## config.mk

```make
export PLATFORM = sky130hd
export DESIGN_NAME = lpr_ctrl
export DESIGN_NICKNAME = d
export VERILOG_FILES = /design/src/rtl/core/longest_prefix_route_lookup_macros.svh /design/src/rtl/core/lpr_pkg.sv /design/src/rtl/core/lpr_ctrl.sv
export SDC_FILE = /design/constraint.sdc
export NUM_CORES = 1
export LEC_CHECK = 0
export ABC_AREA = 1
export BUFFER_PORTS_ARGS = -buffer_cell sky130_fd_sc_hd__buf_2
export CORE_MARGIN = 3
export CORE_UTILIZATION = 30
export CTS_CLUSTER_SIZE = 28
export DETAILED_ROUTE_END_ITERATION = 7
export HOLD_SLACK_MARGIN = 0.06
export RECOVER_POWER = 50
export SKIP_CTS_REPAIR_TIMING = 1
export SYNTH_ARGS = -nofsm -noshare
export SYNTH_HDL_FRONTEND = slang
export SYNTH_SLANG_ARGS = --single-unit
```

## constraint.sdc

```tcl
create_clock -name aclk -period 8.4 [get_ports aclk]
set_input_delay 1.26 -clock aclk [delete_from_list [all_inputs] [get_ports aclk]]
set_output_delay 1.26 -clock aclk [all_outputs]
set_load 0.05 [all_outputs]
```

## src/rtl/core/longest_prefix_route_lookup_macros.svh

```systemverilog
// Assertion helpers for the route lookup block.
`ifndef LONGEST_PREFIX_ROUTE_LOOKUP_MACROS_SVH
`define LONGEST_PREFIX_ROUTE_LOOKUP_MACROS_SVH

// Checked on a given clock and active-low reset.
`define LPR_ASSERT_AT(label, clk, rst_n, prop, msg) \
    label: assert property (@(posedge clk) disable iff (!rst_n) prop) else $error(msg);

// Checked on aclk, quiet while aresetn is low.
`define LPR_ASSERT(label, prop, msg) \
    `LPR_ASSERT_AT(label, aclk, aresetn, prop, msg)

`endif

```

## src/rtl/core/lpr_pkg.sv

```systemverilog
package lpr_pkg;

    localparam int DEF_TABLE_DEPTH = 1024;
    localparam int DEF_PORT_COUNT  = 4;

    localparam logic OP_WRITE  = 1'b0;
    localparam logic OP_LOOKUP = 1'b1;

    typedef struct packed {
        logic [31:0] prefix;
        logic [31:0] mask;
        logic [31:0] hop_addr;
        logic [1:0]  port;
    } route_entry_t;

    typedef struct packed {
        logic         en;
        route_entry_t entry;
    } route_wr_t;

    typedef enum logic [1:0] {
        ST_IDLE,
        ST_SCAN,
        ST_DRAIN,
        ST_DONE
    } lpr_state_t;

endpackage

```

## src/rtl/core/lpr_ctrl.sv

```systemverilog
module lpr_ctrl #(
    parameter int TABLE_DEPTH = lpr_pkg::DEF_TABLE_DEPTH,
    parameter int PORT_COUNT  = lpr_pkg::DEF_PORT_COUNT,
    localparam int AW = $clog2(TABLE_DEPTH),
    localparam int CW = $clog2(TABLE_DEPTH + 1)
) (
    input  logic                  aclk,
    input  logic                  aresetn,
    input  logic [10:0]           entries_in_use,
    input  logic                  s_valid,
    output logic                  s_ready,
    input  logic                  s_op,
    input  logic [9:0]            s_entry_index,
    input  logic [31:0]           s_route_prefix_in,
    input  logic [31:0]           s_route_mask_in,
    input  logic [31:0]           s_next_hop_in,
    input  logic [1:0]            s_port_in,
    input  logic [31:0]           s_dest_addr,
    output logic                  m_valid,
    input  logic                  m_ready,
    output logic                  m_found,
    output logic [31:0]           m_next_hop_out,
    output logic [1:0]            m_port_out,
    output logic [9:0]            m_match_index,
    output lpr_pkg::route_wr_t    tbl_wr,
    output logic [AW-1:0]         tbl_waddr,
    output logic                  tbl_rd_en,
    output logic [AW-1:0]         tbl_raddr,
    input  lpr_pkg::route_entry_t tbl_rdata
);

    lpr_pkg::lpr_state_t state_reg, state_next;

    logic [AW-1:0] addr_reg, addr_next;
    logic [CW-1:0] limit_reg, limit_next;
    logic [31:0]   dest_reg, dest_next;
    logic          rd_valid_reg, rd_valid_next;
    logic [AW-1:0] rd_idx_reg, rd_idx_next;
    logic          hit_reg, hit_next;
    logic [31:0]   best_mask_reg, best_mask_next;
    logic [31:0]   best_hop_reg, best_hop_next;
    logic [1:0]    best_port_reg, best_port_next;
    logic [AW-1:0] best_idx_reg, best_idx_next;
    logic          m_valid_reg, m_valid_next;
    logic          m_found_reg, m_found_next;
    logic [31:0]   m_hop_reg, m_hop_next;
    logic [1:0]    m_port_reg, m_port_next;
    logic [9:0]    m_idx_reg, m_idx_next;

    logic          start;
    logic          load_out;
    logic          last_addr;
    logic          better;
    logic [CW-1:0] limit_in;

    always_comb begin
        if (32'(entries_in_use) > 32'(TABLE_DEPTH)) begin
            limit_in = CW'(TABLE_DEPTH);
        end else begin
            limit_in = CW'(entries_in_use);
        end
    end

    assign last_addr = (32'(addr_reg) + 32'd1) == 32'(limit_reg);
    assign better    = rd_valid_reg
                     && ((dest_reg & tbl_rdata.mask) == tbl_rdata.prefix)
                     && (!hit_reg || (tbl_rdata.mask > best_mask_reg));

    // next state
    always_comb begin
        state_next = state_reg;
        case (state_reg)
            lpr_pkg::ST_IDLE: begin
                if (s_valid && s_op == lpr_pkg::OP_LOOKUP) begin
                    state_next = (limit_in == '0) ? lpr_pkg::ST_DONE : lpr_pkg::ST_SCAN;
                end
            end
            lpr_pkg::ST_SCAN: begin
                if (last_addr) begin
                    state_next = lpr_pkg::ST_DRAIN;
                end
            end
            lpr_pkg::ST_DRAIN: begin
                state_next = lpr_pkg::ST_DONE;
            end
            lpr_pkg::ST_DONE: begin
                if (!m_valid_reg || m_ready) begin
                    state_next = lpr_pkg::ST_IDLE;
                end
            end
            default: begin
                state_next = lpr_pkg::ST_IDLE;
            end
        endcase
    end

    // state outputs
    always_comb begin
        s_ready   = 1'b0;
        tbl_rd_en = 1'b0;
        load_out  = 1'b0;
        case (state_reg)
            lpr_pkg::ST_IDLE:  s_ready   = 1'b1;
            lpr_pkg::ST_SCAN:  tbl_rd_en = 1'b1;
            lpr_pkg::ST_DRAIN: ;
            lpr_pkg::ST_DONE:  load_out  = !m_valid_reg || m_ready;
            default: ;
        endcase
    end

    assign start = s_ready && s_valid && (s_op == lpr_pkg::OP_LOOKUP);

    // table write
    always_comb begin
        tbl_wr.en             = s_ready && s_valid && (s_op == lpr_pkg::OP_WRITE)
                              && (32'(s_entry_index) < 32'(TABLE_DEPTH));
        tbl_wr.entry.prefix   = s_route_prefix_in;
        tbl_wr.entry.mask     = s_route_mask_in;
        tbl_wr.entry.hop_addr = s_next_hop_in;
        if (32'(s_port_in) >= 32'(PORT_COUNT)) begin
            tbl_wr.entry.port = 2'(PORT_COUNT - 1);
        end else begin
            tbl_wr.entry.port = s_port_in;
        end
    end

    assign tbl_waddr = AW'(s_entry_index);
    assign tbl_raddr = addr_reg;

    // scan datapath
    always_comb begin
        addr_next      = addr_reg;
        limit_next     = limit_reg;
        dest_next      = dest_reg;
        rd_valid_next  = tbl_rd_en;
        rd_idx_next    = addr_reg;
        hit_next       = hit_reg;
        best_mask_next = best_mask_reg;
        best_hop_next  = best_hop_reg;
        best_port_next = best_port_reg;
        best_idx_next  = best_idx_reg;
        if (start) begin
            addr_next  = '0;
            limit_next = limit_in;
            dest_next  = s_dest_addr;
            hit_next   = 1'b0;
        end else begin
            if (tbl_rd_en) begin
                addr_next = addr_reg + AW'(1);
            end
            if (better) begin
                hit_next       = 1'b1;
                best_mask_next = tbl_rdata.mask;
                best_hop_next  = tbl_rdata.hop_addr;
                best_port_next = tbl_rdata.port;
                best_idx_next  = rd_idx_reg;
            end
        end
    end

    // output word
    always_comb begin
        m_valid_next = m_valid_reg;
        m_found_next = m_found_reg;
        m_hop_next   = m_hop_reg;
        m_port_next  = m_port_reg;
        m_idx_next   = m_idx_reg;
        if (load_out) begin
            m_valid_next = 1'b1;
            m_found_next = hit_reg;
            m_hop_next   = hit_reg ? best_hop_reg : '0;
            m_port_next  = hit_reg ? best_port_reg : '0;
            m_idx_next   = hit_reg ? 10'(best_idx_reg) : '0;
        end else if (m_ready) begin
            m_valid_next = 1'b0;
        end
    end

    always_ff @(posedge aclk) begin
        if (!aresetn) begin
            state_reg    <= lpr_pkg::ST_IDLE;
            rd_valid_reg <= 1'b0;
            hit_reg      <= 1'b0;
            m_valid_reg  <= 1'b0;
        end else begin
            state_reg    <= state_next;
            rd_valid_reg <= rd_valid_next;
            hit_reg      <= hit_next;
            m_valid_reg  <= m_valid_next;
        end
    end

    always_ff @(posedge aclk) begin
        addr_reg      <= addr_next;
        limit_reg     <= limit_next;
        dest_reg      <= dest_next;
        rd_idx_reg    <= rd_idx_next;
        best_mask_reg <= best_mask_next;
        best_hop_reg  <= best_hop_next;
        best_port_reg <= best_port_next;
        best_idx_reg  <= best_idx_next;
        m_found_reg   <= m_found_next;
        m_hop_reg     <= m_hop_next;
        m_port_reg    <= m_port_next;
        m_idx_reg     <= m_idx_next;
    end

    assign m_valid        = m_valid_reg;
    assign m_found        = m_found_reg;
    assign m_next_hop_out = m_hop_reg;
    assign m_port_out     = m_port_reg;
    assign m_match_index  = m_idx_reg;

endmodule

```

Word-level counts from Yosys, hierarchy flattened
Index checks and enable logic that the tools add are counted.
{"block": "classes", "reduce_logical": 16, "addsub": 2, "bitwise_logic": 4, "mux": 11, "n_lt_le_gt_ge": 2, "eq_ne": 8}
{"cell": "32-bit bitwise AND", "n": 1}
{"cell": "32-bit equality test", "n": 1}
{"cell": "32-bit greater-than comparator", "n": 1}
{"cell": "10-bit by 1-bit adder with 11-bit output, second input constant", "n": 1}
{"cell": "11-bit equality test", "n": 1}
{"cell": "11-bit greater-than comparator, second input constant", "n": 1}
{"cell": "11-bit logical NOT", "n": 1}
{"cell": "11-bit 2-to-1 mux", "n": 1}
{"cell": "10-bit by 1-bit adder with 10-bit output, second input constant", "n": 1}
{"cell": "2-bit 2-to-1 mux", "n": 4}
{"cell": "2-bit case mux with 4 select lines", "n": 1}
{"cell": "1-bit logical AND", "n": 6}
{"cell": "2-bit inequality test, second input constant", "n": 3}
{"cell": "1-bit 2-to-1 mux", "n": 5}
{"cell": "2-bit equality test, second input constant", "n": 2}
{"cell": "1-bit inverter", "n": 3}
{"cell": "3-bit AND reduction", "n": 1}
{"cell": "2-bit by 1-bit equality test with 1-bit output, second input constant", "n": 1}
{"cell": "1-bit logical NOT", "n": 2}
{"cell": "2-bit logical NOT", "n": 1}
{"cell": "1-bit logical OR", "n": 2}
{"cell": "2-bit AND reduction", "n": 1}
{"cell": "2-bit nonzero test", "n": 1}
{"cell": "2-bit OR reduction", "n": 1}
{"block": "totals", "in_bits": 254, "out_inout_bits": 167, "ff_bits": 189, "wordCells": 59}

Depth between registers and ports, before layout
Gate-level depths: netlist of the first run.
{"block": "logic_depth", "depth_word": 6, "ltp_mapped": 15}

Worst setup path after synthesis of the first run
No wires, ideal clock.
{"block": "synth_timing", "path_type": "input to register", "start": "input tbl_rdata[61] (netlist name)", "end": "register best_hop_reg[0], enable pin", "arrival_time_ns": 5.838, "setup_time_ns": 0.536, "path_stages": 7, "required_time_ns": 7.864, "path_slack_ns": 2.026, "cell_sequence": "ha_1 -> nand4_1 -> nor4_1 -> nand2_1 -> nand2_1 -> nand2_1 -> a21oi_1"}
{"block": "synth_via", "elab_chain_cells": 5}
{"item": "start: declaration", "line_no": "lpr_ctrl.sv:29", "text": "input lpr_pkg::route_entry_t tbl_rdata"}
{"item": "branches (longest 3 deep; another with 32-bit greater-than comparator)"}
{"item": "1-bit logical AND *", "line_no": "lpr_ctrl.sv:67", "text": "&& (!hit_reg || (tbl_rdata.mask > best_mask_reg));"}
{"item": "2-bit AND reduction (no line) *"}
{"item": "end signal: assignment", "line_no": "lpr_ctrl.sv:199", "text": "best_hop_reg <= best_hop_next;"}
{"item": "end: declaration", "line_no": "lpr_ctrl.sv:41", "text": "logic [31:0] best_hop_reg, best_hop_next;"}
Mark *: on every way between the ends.
A chain may end at the register's enable or synchronous reset.

Worst setup path in the final report of the first run
{"block": "layout_timing", "start": "input tbl_rdata[49] (netlist name)", "end": "register best_mask_reg[13], enable pin"}
{"block": "layout_via", "elab_chain_cells": 5}
{"item": "branches (longest 3 deep; another with 32-bit greater-than comparator)"}
{"item": "1-bit logical AND *", "line_no": "lpr_ctrl.sv:67"}
{"item": "2-bit AND reduction (no line) *"}
{"item": "end signal: assignment", "line_no": "lpr_ctrl.sv:198", "text": "best_mask_reg <= best_mask_next;"}
{"item": "end: declaration", "line_no": "lpr_ctrl.sv:40", "text": "logic [31:0] best_mask_reg, best_mask_next;"}
Marked as above.

==> results of run 1 <==
-- worst min path at each step --
stage / endpoint / slack (ps) / cells past startpoint
finish: best_idx_reg[0] / 400 / 0
global route: best_idx_reg[2] / 410 / 0
CTS: best_idx_reg[0] / 400 / 0
detailed placement: best_idx_reg[6] / 390 / 0
global placement: best_idx_reg[0] / 390 / 0
floorplan: best_idx_reg[0] / 390 / 0
-- report_power, final --
group | internal, mW | leakage (nW) | total [mW] | switching [mW]
Combinational | 0.147 | 2.56 | 0.537 | 0.390
Clock | 0.407 | 0.298 | 0.811 | 0.404
Sequential | 1.13 | 1.69 | 1.20 | 0.0694
Total | 1.69 | 4.55 | 2.55 | 0.863
-- cell usage after synthesis, types with 3 or more instances --
| cell type | instances | share of area [%] |
|---|---|---|
| sky130_fd_sc_hd__nand3b_1 | 5 | 0.42 |
| sky130_fd_sc_hd__dfxtp_1 | 25 | 5.6 |
| sky130_fd_sc_hd__xor2_1 | 4 | 0.39 |
| sky130_fd_sc_hd__nand3_1 | 31 | 1.7 |
| sky130_fd_sc_hd__xnor2_1 | 7 | 0.69 |
| sky130_fd_sc_hd__a21oi_1 | 28 | 1.6 |
| sky130_fd_sc_hd__o2bb2ai_1 | 3 | 0.29 |
| sky130_fd_sc_hd__nor2_1 | 39 | 1.6 |
| sky130_fd_sc_hd__ha_1 | 37 | 5.2 |
| sky130_fd_sc_hd__nand4_1 | 10 | 0.70 |
| sky130_fd_sc_hd__clkbuf_1 | 9 | 0.38 |
| sky130_fd_sc_hd__a21boi_0 | 3 | 0.25 |
| sky130_fd_sc_hd__edfxtp_1 | 164 | 55 |
| sky130_fd_sc_hd__buf_4 | 108 | 9.1 |
| sky130_fd_sc_hd__nor3_1 | 10 | 0.56 |
| sky130_fd_sc_hd__o21ai_0 | 14 | 0.79 |
| sky130_fd_sc_hd__o211ai_1 | 7 | 0.59 |
| sky130_fd_sc_hd__nand2_1 | 172 | 7.2 |
| sky130_fd_sc_hd__inv_1 | 136 | 5.7 |
| sky130_fd_sc_hd__or2_2 | 4 | 0.28 |
-- routing by layer --
| metal | wire length, um | up-vias | global-route usage (%) |
|---|---|---|---|
| li1 | - | 2858 | - |
| met1 | 9370 | 2522 | 17.2 |
| met2 | 8230 | 272 | 17.7 |
| met3 | 1940 | 26 | 5.04 |
| met4 | 312 | 0 | 3.77 |
| met5 | 0 | - | 0 |
-- layout make-up --
type                            instances  area share [%]
Clock buffer                           17            4.18
Clock inverter                         15            1.84
Inverter                              137            5.05
Multi-Input combinational cell        393            21.2
Sequential cell                       189            53.3
Tap cell                              384            4.72
Timing Repair Buffer                  207            9.70
-- logic make-up (layout without fill, tap and decap cells) --
family          count (synthesis)  in the layout  share of synthesized area (%)
compound gates                 66             66                           4.42
xor+xnor                       11             11                           1.08
fa+ha+maj                      37             37                           5.19
buf+inv                       254            376                           15.2
flops                         189            189                           60.9
simple gates                  279            279                           13.2
-- cell usage in the layout, fill, tap and decap left out, types with 2 or more instances in the layout --
| cell | synthesis | routed |
|---|---|---|
| sky130_fd_sc_hd__nand2_1 | 172 | 172 |
| sky130_fd_sc_hd__buf_2 | 0 | 165 |
| sky130_fd_sc_hd__edfxtp_1 | 164 | 164 |
| sky130_fd_sc_hd__inv_1 | 136 | 136 |
| sky130_fd_sc_hd__clkbuf_1 | 9 | 41 |
| sky130_fd_sc_hd__nor2_1 | 39 | 39 |
| sky130_fd_sc_hd__ha_1 | 37 | 37 |
| sky130_fd_sc_hd__nand3_1 | 31 | 31 |
| sky130_fd_sc_hd__a21oi_1 | 28 | 26 |
| sky130_fd_sc_hd__dfxtp_1 | 25 | 25 |
| sky130_fd_sc_hd__clkbuf_16 | 0 | 17 |
| sky130_fd_sc_hd__o21ai_0 | 14 | 14 |
| sky130_fd_sc_hd__nand4_1 | 10 | 10 |
| sky130_fd_sc_hd__nor3_1 | 10 | 10 |
| sky130_fd_sc_hd__o211ai_1 | 7 | 7 |
| sky130_fd_sc_hd__xnor2_1 | 7 | 7 |
| sky130_fd_sc_hd__clkinv_8 | 0 | 6 |
| sky130_fd_sc_hd__nand3b_1 | 5 | 5 |
| sky130_fd_sc_hd__or2_2 | 4 | 4 |
| sky130_fd_sc_hd__xor2_1 | 4 | 4 |
| sky130_fd_sc_hd__o2bb2ai_1 | 3 | 3 |
| sky130_fd_sc_hd__a21boi_0 | 3 | 3 |
| sky130_fd_sc_hd__inv_6 | 0 | 3 |
| sky130_fd_sc_hd__inv_8 | 0 | 3 |
| sky130_fd_sc_hd__a21oi_4 | 0 | 2 |
| sky130_fd_sc_hd__o21a_1 | 2 | 2 |
| sky130_fd_sc_hd__o21bai_1 | 2 | 2 |
| sky130_fd_sc_hd__nor4_1 | 2 | 2 |
| sky130_fd_sc_hd__nand2_2 | 2 | 2 |
-- through the flow --
step / util, % / cells / hold slack (ps) / setup slack, ps
global placement: 33.2 / 1310 / 389 / 4010
finish: 35.1 / 1342 / 401 / 4510
floorplan: - / 836 / 386 / 2030
detailed placement: 33.2 / 1310 / 389 / 4010
global route: 35.1 / 1342 / 408 / 4200
CTS: 35.3 / 1342 / 404 / 4460
==> results.toml, run 1 <==
[timing]
finalSetupViolCount = 0
final_hold_viol_count = 0
worst_clock_skew_ps = 16.6
period_share_pct = 46.3
timing.max_slew.rel_slack_pct = -87.9
rsz0062_at_grt = "no"
finalMaxSlewViolations = 139
peak_freq_mhz = 257
period_needed_ps = 3890
worst-slew-pin-transition_ps = 2820
fin_tns_setup_ps = 0

[setup_path]
timing.reg2reg.setup_slack_ps = 4950
timing.critical_path.to = "best_mask_reg[13]"
timing.critical_path.from_type = "primary input"
cp_common_cell = "sky130_fd_sc_hd__nand2_1"
cp_data_required_time_ps = 8450
setup.worst_path.class = "primary input to register"
critPathMaxFanout = 56
r2r.worst_path.cells = 5
path_delay_family = "simple AND/OR/NAND/NOR gates"
crit_cells = 13
arrival_ps = 3940
setup.worst_path.start = "tbl_rdata[49]"
r2r_end = "dest_reg[2]"
crit-reg2reg-launch = "state_reg[0]"
worstPathBufferInverterCount = 3
cell_type_of_the_slowest_stage_on_the_worst_timing_path = "sky130_fd_sc_hd__buf_4"
worst_path_largest_cell_delay_ps = 700
worst_setup_path_end_kind = "register"
cp_cell_sequence = "clkbuf_1, ha_1, nand2_1, inv_1, nand3_1, nor3_1, nand2_1, nand2_1, nand2_1, nand2_1, nand2_1, a21oi_4, buf_4"

[pwr]
power-per-cell-area_nw_per_um2 = 251
power_leakage_nw = 4.55
power_mw = 2.55
peakVddDrop_mv = 0.145

[cts]
root_buffer = "sky130_fd_sc_hd__clkbuf_16"
ctsLongestPathBuffers = 2
cts_made_buffers = 17
tritoncts = "yes"
cts_num_sinks = 189
clock_insertion_delay_worst_skew_ps = 420
cts_htree_levels = 4
clkSlewWorstSetupHoldPaths_ps = 70

[cells_and_area]
fin_area_um2 = 10200
multiInputGateArea_um2 = 2150
final_layout_size_suffix_gt1_share_pct = 21.7
layout-area-overhead-vs-synth_pct = 14.1
diodes = 0
fin_nets = 1236
seqCellArea_um2 = 5430
nFillCells = 2927

[logic_synthesis]
syn_inst = 836
postSynthNetCount = 1127
ys_warns = 0
ys_seq_elements = 189
synth-edff-count = 164
synth_sequential_area_ratio_pct = 60.9
synth_cell_type_count = 36
synthesis.area_um2 = 8910
synth_async_sr_flop_share_pct = 0
ys.flop_type = "sky130_fd_sc_hd__edfxtp_1"
average_cell_area_after_synthesis_um2 = 10.7

[detailed_routing]
drt-wirelength-per-cell_um = 14.8
post-route-drc-count = 0
number_of_detailed_routing_iterations_run_before_antenna_repair = 4
drt_wl_total_mm = 19.8
route.vias.total = 5678
antenna_violation_net_count_after_detailed_routing = 0
detailedRoute.firstIterationViolations = 261
via_per_inst = 4.23

[global_routing]
gr-total-overflow = 0
track_usage_pct = 12.4
grt_antenna_before_repair = 0
wire_length_of_the_first_global_routing_pass_mm = 30.3
largest_net_degree_at_the_start_of_global_routing = 57
number_of_global_route_vias_before_repair = 5633

[die]
placeableCoreArea_um2 = 29000
ioPinCount = 421
placement_rows = 62
floorplan.initialDensity_pct = 30.7
floorplan.die.height_um = 178
die_x_um = 178
die_area_um2 = 31800

[outcome]
failed_checks = "max-capacitance violations, max-slew violations"
outcome = "finished, violations left"

[placed_design]
finalWeightedCongestion = 0.848
dpl.hpwl_mm = 15.4
post_dp_cell_area_um2 = 9630
port-buffer-count = 204

[min_path]
hold_path_startpoint = "rd_idx_reg[0]"
hp-class = "register to register"

[job]
maxCapViolCount = 3
(Power assumes the default switching activity.)
==> run 2, diff against run 1 <==
--- a/config.mk
+++ b/config.mk
@@ -5,7 +5,7 @@
 export SDC_FILE = /design/constraint.sdc
 export NUM_CORES = 1
 export LEC_CHECK = 0
-export ABC_AREA = 1
+export ABC_AREA = 0
 export BUFFER_PORTS_ARGS = -buffer_cell sky130_fd_sc_hd__buf_2
 export CORE_MARGIN = 3
 export CORE_UTILIZATION = 30
==> constraint.sdc (replaced) <==
create_clock -name aclk -period 3.45 [get_ports aclk]
set_input_delay 0.5175 -clock aclk [delete_from_list [all_inputs] [get_ports aclk]]
set_output_delay 0.5175 -clock aclk [all_outputs]
set_load 0.05 [all_outputs]
==> results.toml, run 2 <==
[pwr]
power-per-cell-area_nw_per_um2 = 522
clk_pwr_share_pct = 36.8
peakVddDrop_mv = 0.292
share_comb_of_total_power_pct = 12.5
power_leakage_nw = 3.88
power.switching_fraction_pct = 27.6
p_seq_share_pct = 50.7
intPower_mw = 3.78
power.net_switching_mw = 1.44

[setup_path]
worst_setup_path_end_kind = "register"
cp_cell_sequence = "nand2_1, xnor2_1, nor4_1, nand4_1, nor4_1, nand4_1, a2111oi_4, buf_12"
timing.critical_path.from_type = "register"
worstPathBufferInverterCount = 1
arrival_ps = 2800
timing.reg2reg.setup_slack_ps = 740
cell_type_of_the_slowest_stage_on_the_worst_timing_path = "sky130_fd_sc_hd__nor4_1"
setup.worst_path.class = "register to register"
cp_data_required_time_ps = 3540
path_delay_family = "simple AND/OR/NAND/NOR gates"
critPathMaxFanout = 61
worst_path_largest_cell_delay_ps = 480

[logic_synthesis]
synth_async_sr_flop_share_pct = 0
ys.flop_type = "sky130_fd_sc_hd__edfxtp_1"
synth-edff-count = 164
synth_sequential_area_ratio_pct = 62.6
synthTopCellsByCount = "164 x sky130_fd_sc_hd__edfxtp_1, 111 x sky130_fd_sc_hd__buf_4, 45 x sky130_fd_sc_hd__and2_1, 45 x sky130_fd_sc_hd__nand2_1"
syn_inst = 664
average_cell_area_after_synthesis_um2 = 13.0
ys_seq_elements = 189
synth_top_area_cell = "sky130_fd_sc_hd__edfxtp_1"
synth_area_leaders = "sky130_fd_sc_hd__edfxtp_1 57%, sky130_fd_sc_hd__buf_4 9.6%, sky130_fd_sc_hd__dfxtp_1 5.8%, sky130_fd_sc_hd__ha_1 5.3%, sky130_fd_sc_hd__and2_1 3.2%"
ys_warns = 0
synthesis.area_um2 = 8660
yosys.area.top_type_share_pct = 56.8
postSynthNetCount = 955
yosys.cell_count.top_type = "sky130_fd_sc_hd__edfxtp_1"
synth_cell_type_count = 44

[cells_and_area]
final_layout_size_suffix_gt1_share_pct = 28.1
diodes = 0
layout_common_cells = "166 x sky130_fd_sc_hd__buf_2, 164 x sky130_fd_sc_hd__edfxtp_1, 45 x sky130_fd_sc_hd__nand2_1, 44 x sky130_fd_sc_hd__and2_1, 40 x sky130_fd_sc_hd__clkbuf_1"
layout-area-overhead-vs-synth_pct = 15.4
fin_area_um2 = 10000
nFillCells = 2816
fin_nets = 1061
final_common_cell = "sky130_fd_sc_hd__buf_2"

[detailed_routing]
route.vias.total = 5022
drt-wirelength-per-cell_um = 16.4
post-route-drc-count = 0
number_of_detailed_routing_iterations_run_before_antenna_repair = 5
detailedRoute.firstIterationViolations = 219
via_per_inst = 4.33
antenna_violation_net_count_after_detailed_routing = 0
drt_wl_total_mm = 19.1

[global_routing]
grt_antenna_before_repair = 3
number_of_global_route_vias_before_repair = 4957
wire_length_of_the_first_global_routing_pass_mm = 28.4
track_usage_pct = 12.1
gr-total-overflow = 0
largest_net_degree_at_the_start_of_global_routing = 62

[timing]
final_hold_viol_count = 0
finalMaxSlewViolations = 0
timing.max_slew.rel_slack_pct = 49.5
worst_hold_slack_ps = 258
period_share_pct = 78.5
finalSetupViolCount = 0
peak_freq_mhz = 369
layout_setup_ws_ps = 741
rsz0062_at_grt = "no"
period_needed_ps = 2710
worst-slew-pin-transition_ps = 757
worst_clock_skew_ps = 14.6

[outcome]
outcome = "complete, no violations"

[die]
placement_rows = 61
die_area_um2 = 31000
placeableCoreArea_um2 = 28100
floorplan.die.height_um = 176
floorplan.initialDensity_pct = 30.8
die_x_um = 176
ioPinCount = 421

[min_path]
hp-class = "primary input to register"

[placed_design]
dpl.hpwl_mm = 14.3
post_dp_cell_area_um2 = 9480
port-buffer-count = 204
finalWeightedCongestion = 0.783
pre_cts_ws_ps = 400

[cts]
root_buffer = "sky130_fd_sc_hd__clkbuf_16"
clkSlewWorstSetupHoldPaths_ps = 80
cts_htree_levels = 4
ctsLongestPathBuffers = 2
cts_made_buffers = 17
clock_insertion_delay_worst_skew_ps = 430
tritoncts = "yes"
cts_num_sinks = 189

[job]
maxCapViolCount = 0
==> run 2: cell count changes in the layout (fill, tap and decap cells not counted), sizes merged, moves of 8 or more <==
| cell | previous run | this run |
|---|---|---|
| a21o | 0 | 8 |
| a21oi | 28 | 10 |
| and2 | 1 | 45 |
| inv | 143 | 44 |
| nand2 | 174 | 45 |
| nand3 | 31 | 7 |
| nor2 | 41 | 18 |
| nor2b | 0 | 15 |
| xnor2 | 7 | 31 |
| xor2 | 4 | 20 |
==> run 2: final cells by class <==
cell class / count / area (um2) / area share, %
sequential: 189 / 5430 / 54.2
timing repair buffer: 210 / 1030 / 10.3
clock inverter: 14 / 148 / 1.48
tap: 378 / 473 / 4.73
multi-input combinational: 315 / 2360 / 23.6
clock buffer: 18 / 429 / 4.29
inverter: 37 / 139 / 1.39
==> run 2: cell families (layout without fill, tap and decap cells) <==
| family | count (synthesis) | after routing | synth area share (%) |
|---|---|---|---|
| multiplexers | 4 | 4 | 0.462 |
| buffers and inverters | 160 | 279 | 11.8 |
| AO/OA/AOI/OAI | 47 | 47 | 3.80 |
| XOR/XNOR | 51 | 51 | 5.16 |
| adder cells (fa/ha/maj) | 37 | 37 | 5.34 |
| flip-flops | 189 | 189 | 62.6 |
| AND/OR/NAND/NOR | 176 | 176 | 10.9 |
==> run 2: path summary, 6_finish.rpt <==
path | from | endpoint | depth (start not counted)
worst max register to register | dest_reg[13] | best_idx_reg[9] | 8
worst max-delay path | dest_reg[13] | best_idx_reg[9] | 8
worst min-delay path | s_dest_addr[30] | dest_reg[30] | 1
worst min register to register | rd_idx_reg[9] | best_idx_reg[9] | 0
==> run 2: power groups by stage <==
stage / clock (mW) / sequential (mW) / combinational [mW]
2_1_floorplan: 0 / 2.74 / 0.704
3_3_place_gp: 0 / 2.69 / 0.673
3_5_place_dp: 0 / 2.70 / 0.678
4_1_cts: 2.01 / 2.65 / 0.680
5_1_grt: 2.08 / 2.66 / 0.723
6_report: 1.92 / 2.65 / 0.655
==> run 2: layer usage <==
| metal | global-route usage [%] | up-vias | wire [um] |
|---|---|---|---|
| met5 | 0 | - | 34 |
| met3 | 4.56 | 36 | 1400 |
| met1 | 15.4 | 2373 | 8370 |
| met4 | 3.99 | 6 | 299 |
| met2 | 19.3 | 185 | 8980 |
| li1 | - | 2422 | - |
==> run 2: through the flow <==
step | TNS [ps] | power, mW | utilization (%) | cells
2_1_floorplan | -81960 | 3.44 | - | 664
3_3_place_gp | 0 | 3.37 | 33.7 | 1129
3_5_place_dp | 0 | 3.38 | 33.7 | 1129
4_1_cts | 0 | 5.33 | 35.8 | 1161
5_1_grt | 0 | 5.46 | 35.6 | 1161
6_report | 0 | 5.22 | 35.6 | 1161
==> run 3, diff against run 2 <==
==> constraint.sdc (replaced) <==
create_clock -name aclk -period 2.4 [get_ports aclk]
set_input_delay 0.36 -clock aclk [delete_from_list [all_inputs] [get_ports aclk]]
set_output_delay 0.36 -clock aclk [all_outputs]
set_load 0.05 [all_outputs]
==> results.toml, run 3 (synthesis gave the netlist of run 2 again) <==
[setup_path]
setup.worst_path.start = "best_mask_reg[21]"
cp_data_required_time_ps = 2590
cp_cell_sequence = "inv_2, ha_4, a21o_1, a21o_1, a21oi_2, o21ai_1, a2111o_1, o211ai_1, a2111oi_4, buf_6, clkbuf_16"
worst_path_largest_cell_delay_ps = 380
path_delay_family = "compound AO/OA/AOI/OAI gates"
worst_setup_path_end_kind = "register"
arrival_ps = 2690
cp_common_cell = "sky130_fd_sc_hd__a21o_1"
critPathMaxFanout = 10
setup.worst_path.class = "register to register"
timing.critical_path.from_type = "register"
crit-reg2reg-launch = "best_mask_reg[21]"
cell_type_of_the_slowest_stage_on_the_worst_timing_path = "sky130_fd_sc_hd__edfxtp_1"
worstPathBufferInverterCount = 3

[min_path]
hold_path_startpoint = "s_dest_addr[16]"
hp-class = "primary input to register"

[pwr]
clk_pwr_share_pct = 37.6
power_leakage_nw = 4.11
share_comb_of_total_power_pct = 13.4
peakVddDrop_mv = 0.317
power.switching_fraction_pct = 27.1
intPower_mw = 5.61
power.net_switching_mw = 2.08
power-per-cell-area_nw_per_um2 = 738
p_seq_share_pct = 49.0

[cts]
cts_num_sinks = 189
cts_htree_levels = 4
root_buffer = "sky130_fd_sc_hd__clkbuf_16"
tritoncts = "yes"
cts_made_buffers = 17
clkSlewWorstSetupHoldPaths_ps = 80
clock_insertion_delay_worst_skew_ps = 430
ctsLongestPathBuffers = 2

[timing]
fin_tns_setup_ps = -6210
final_hold_viol_count = 0
layout_setup_ws_ps = -104
finalSetupViolCount = 76
worst_clock_skew_ps = 19.2
peak_freq_mhz = 399
period_share_pct = 104
rsz0062_at_grt = "yes"
finalMaxSlewViolations = 0
worst_hold_slack_ps = 96.4
period_needed_ps = 2500
worst-slew-pin-transition_ps = 494
timing.max_slew.rel_slack_pct = 67.1

[detailed_routing]
route.vias.total = 5126
number_of_detailed_routing_iterations_run_before_antenna_repair = 6
detailedRoute.firstIterationViolations = 272
drt_wl_total_mm = 19.3
antenna_violation_net_count_after_detailed_routing = 0
drt-wirelength-per-cell_um = 16.0
post-route-drc-count = 0
via_per_inst = 4.26

[die]
floorplan.die.height_um = 176
ioPinCount = 421
die_area_um2 = 31000
placement_rows = 61
placeableCoreArea_um2 = 28100
floorplan.initialDensity_pct = 30.8
die_x_um = 176

[cells_and_area]
diodes = 0
final_layout_size_suffix_gt1_share_pct = 33.1
layout_common_cells = "177 x sky130_fd_sc_hd__buf_2, 164 x sky130_fd_sc_hd__edfxtp_1, 45 x sky130_fd_sc_hd__nand2_1, 45 x sky130_fd_sc_hd__and2_1, 38 x sky130_fd_sc_hd__clkbuf_1"
layout-area-overhead-vs-synth_pct = 20.3
fin_area_um2 = 10400
utilization_after_layout_pct = 37.1
fin_nets = 1103
final_common_cell = "sky130_fd_sc_hd__buf_2"

[global_routing]
largest_net_degree_at_the_start_of_global_routing = 55
gr-total-overflow = 0
grt_antenna_before_repair = 4
number_of_global_route_vias_before_repair = 5205
wire_length_of_the_first_global_routing_pass_mm = 29.2
track_usage_pct = 12.4

[placed_design]
port-buffer-count = 204
pre_cts_ws_ps = -341
finalWeightedCongestion = 0.816
post_dp_cell_area_um2 = 9790
dpl.hpwl_mm = 14.9

[job]
maxCapViolCount = 0

[outcome]
failed_checks = "negative setup slack"
outcome = "finished, violations left"
run 3: cell count changes in the layout (fill, tap and decap cells not counted), moves of 3 or more:
cell,previous run,this run
sky130_fd_sc_hd__buf_4,4,27
sky130_fd_sc_hd__buf_2,166,177
sky130_fd_sc_hd__inv_1,37,32
sky130_fd_sc_hd__inv_2,0,5
sky130_fd_sc_hd__buf_12,1,4
run 3: worst paths after layout:
kind	to	slack [ps]	cells past startpoint
setup / recovery	best_mask_reg[9]	-100	11
hold / removal	dest_reg[16]	100	1
setup reg to reg	best_mask_reg[9]	-100	11
hold reg to reg	best_idx_reg[8]	400	0
run 3: cell type report:
type	count	area, um2
well taps	378	473
multi-input cells	315	2370
repair buffers	252	1390
flip-flops and latches	189	5430
clock inverters	15	193
clock buffers	17	425
inverters	37	139
fillers	2771	17700
run 3: power groups by stage:
stage | logic, mW | clock network, mW | registers [mW]
2_1_floorplan | 1.01 | 0 | 3.94
6_report | 1.03 | 2.89 | 3.77
4_1_cts | 1.08 | 3.00 | 3.77
3_3_place_gp | 1.07 | 0 | 3.85
5_1_grt | 1.15 | 3.13 | 3.79
3_5_place_dp | 1.08 | 0 | 3.85
run 3: routing by layer:
| metal | vias to the layer above | GRT usage (%) | part of all wire (%) |
|---|---|---|---|
| li1 | 2507 | - | - |
| met3 | 40 | 5.61 | 8.9 |
| met1 | 2340 | 15.7 | 44 |
| met2 | 233 | 18.9 | 45 |
| met5 | - | 0 | 0.21 |
| met4 | 6 | 4.29 | 1.6 |
run 3: through the flow:
stage	instances	total power [mW]
finish	1203	7.70
global route	1203	8.07
detailed placement	1167	4.93
CTS	1199	7.85
global placement	1167	4.91
floorplan	664	4.95
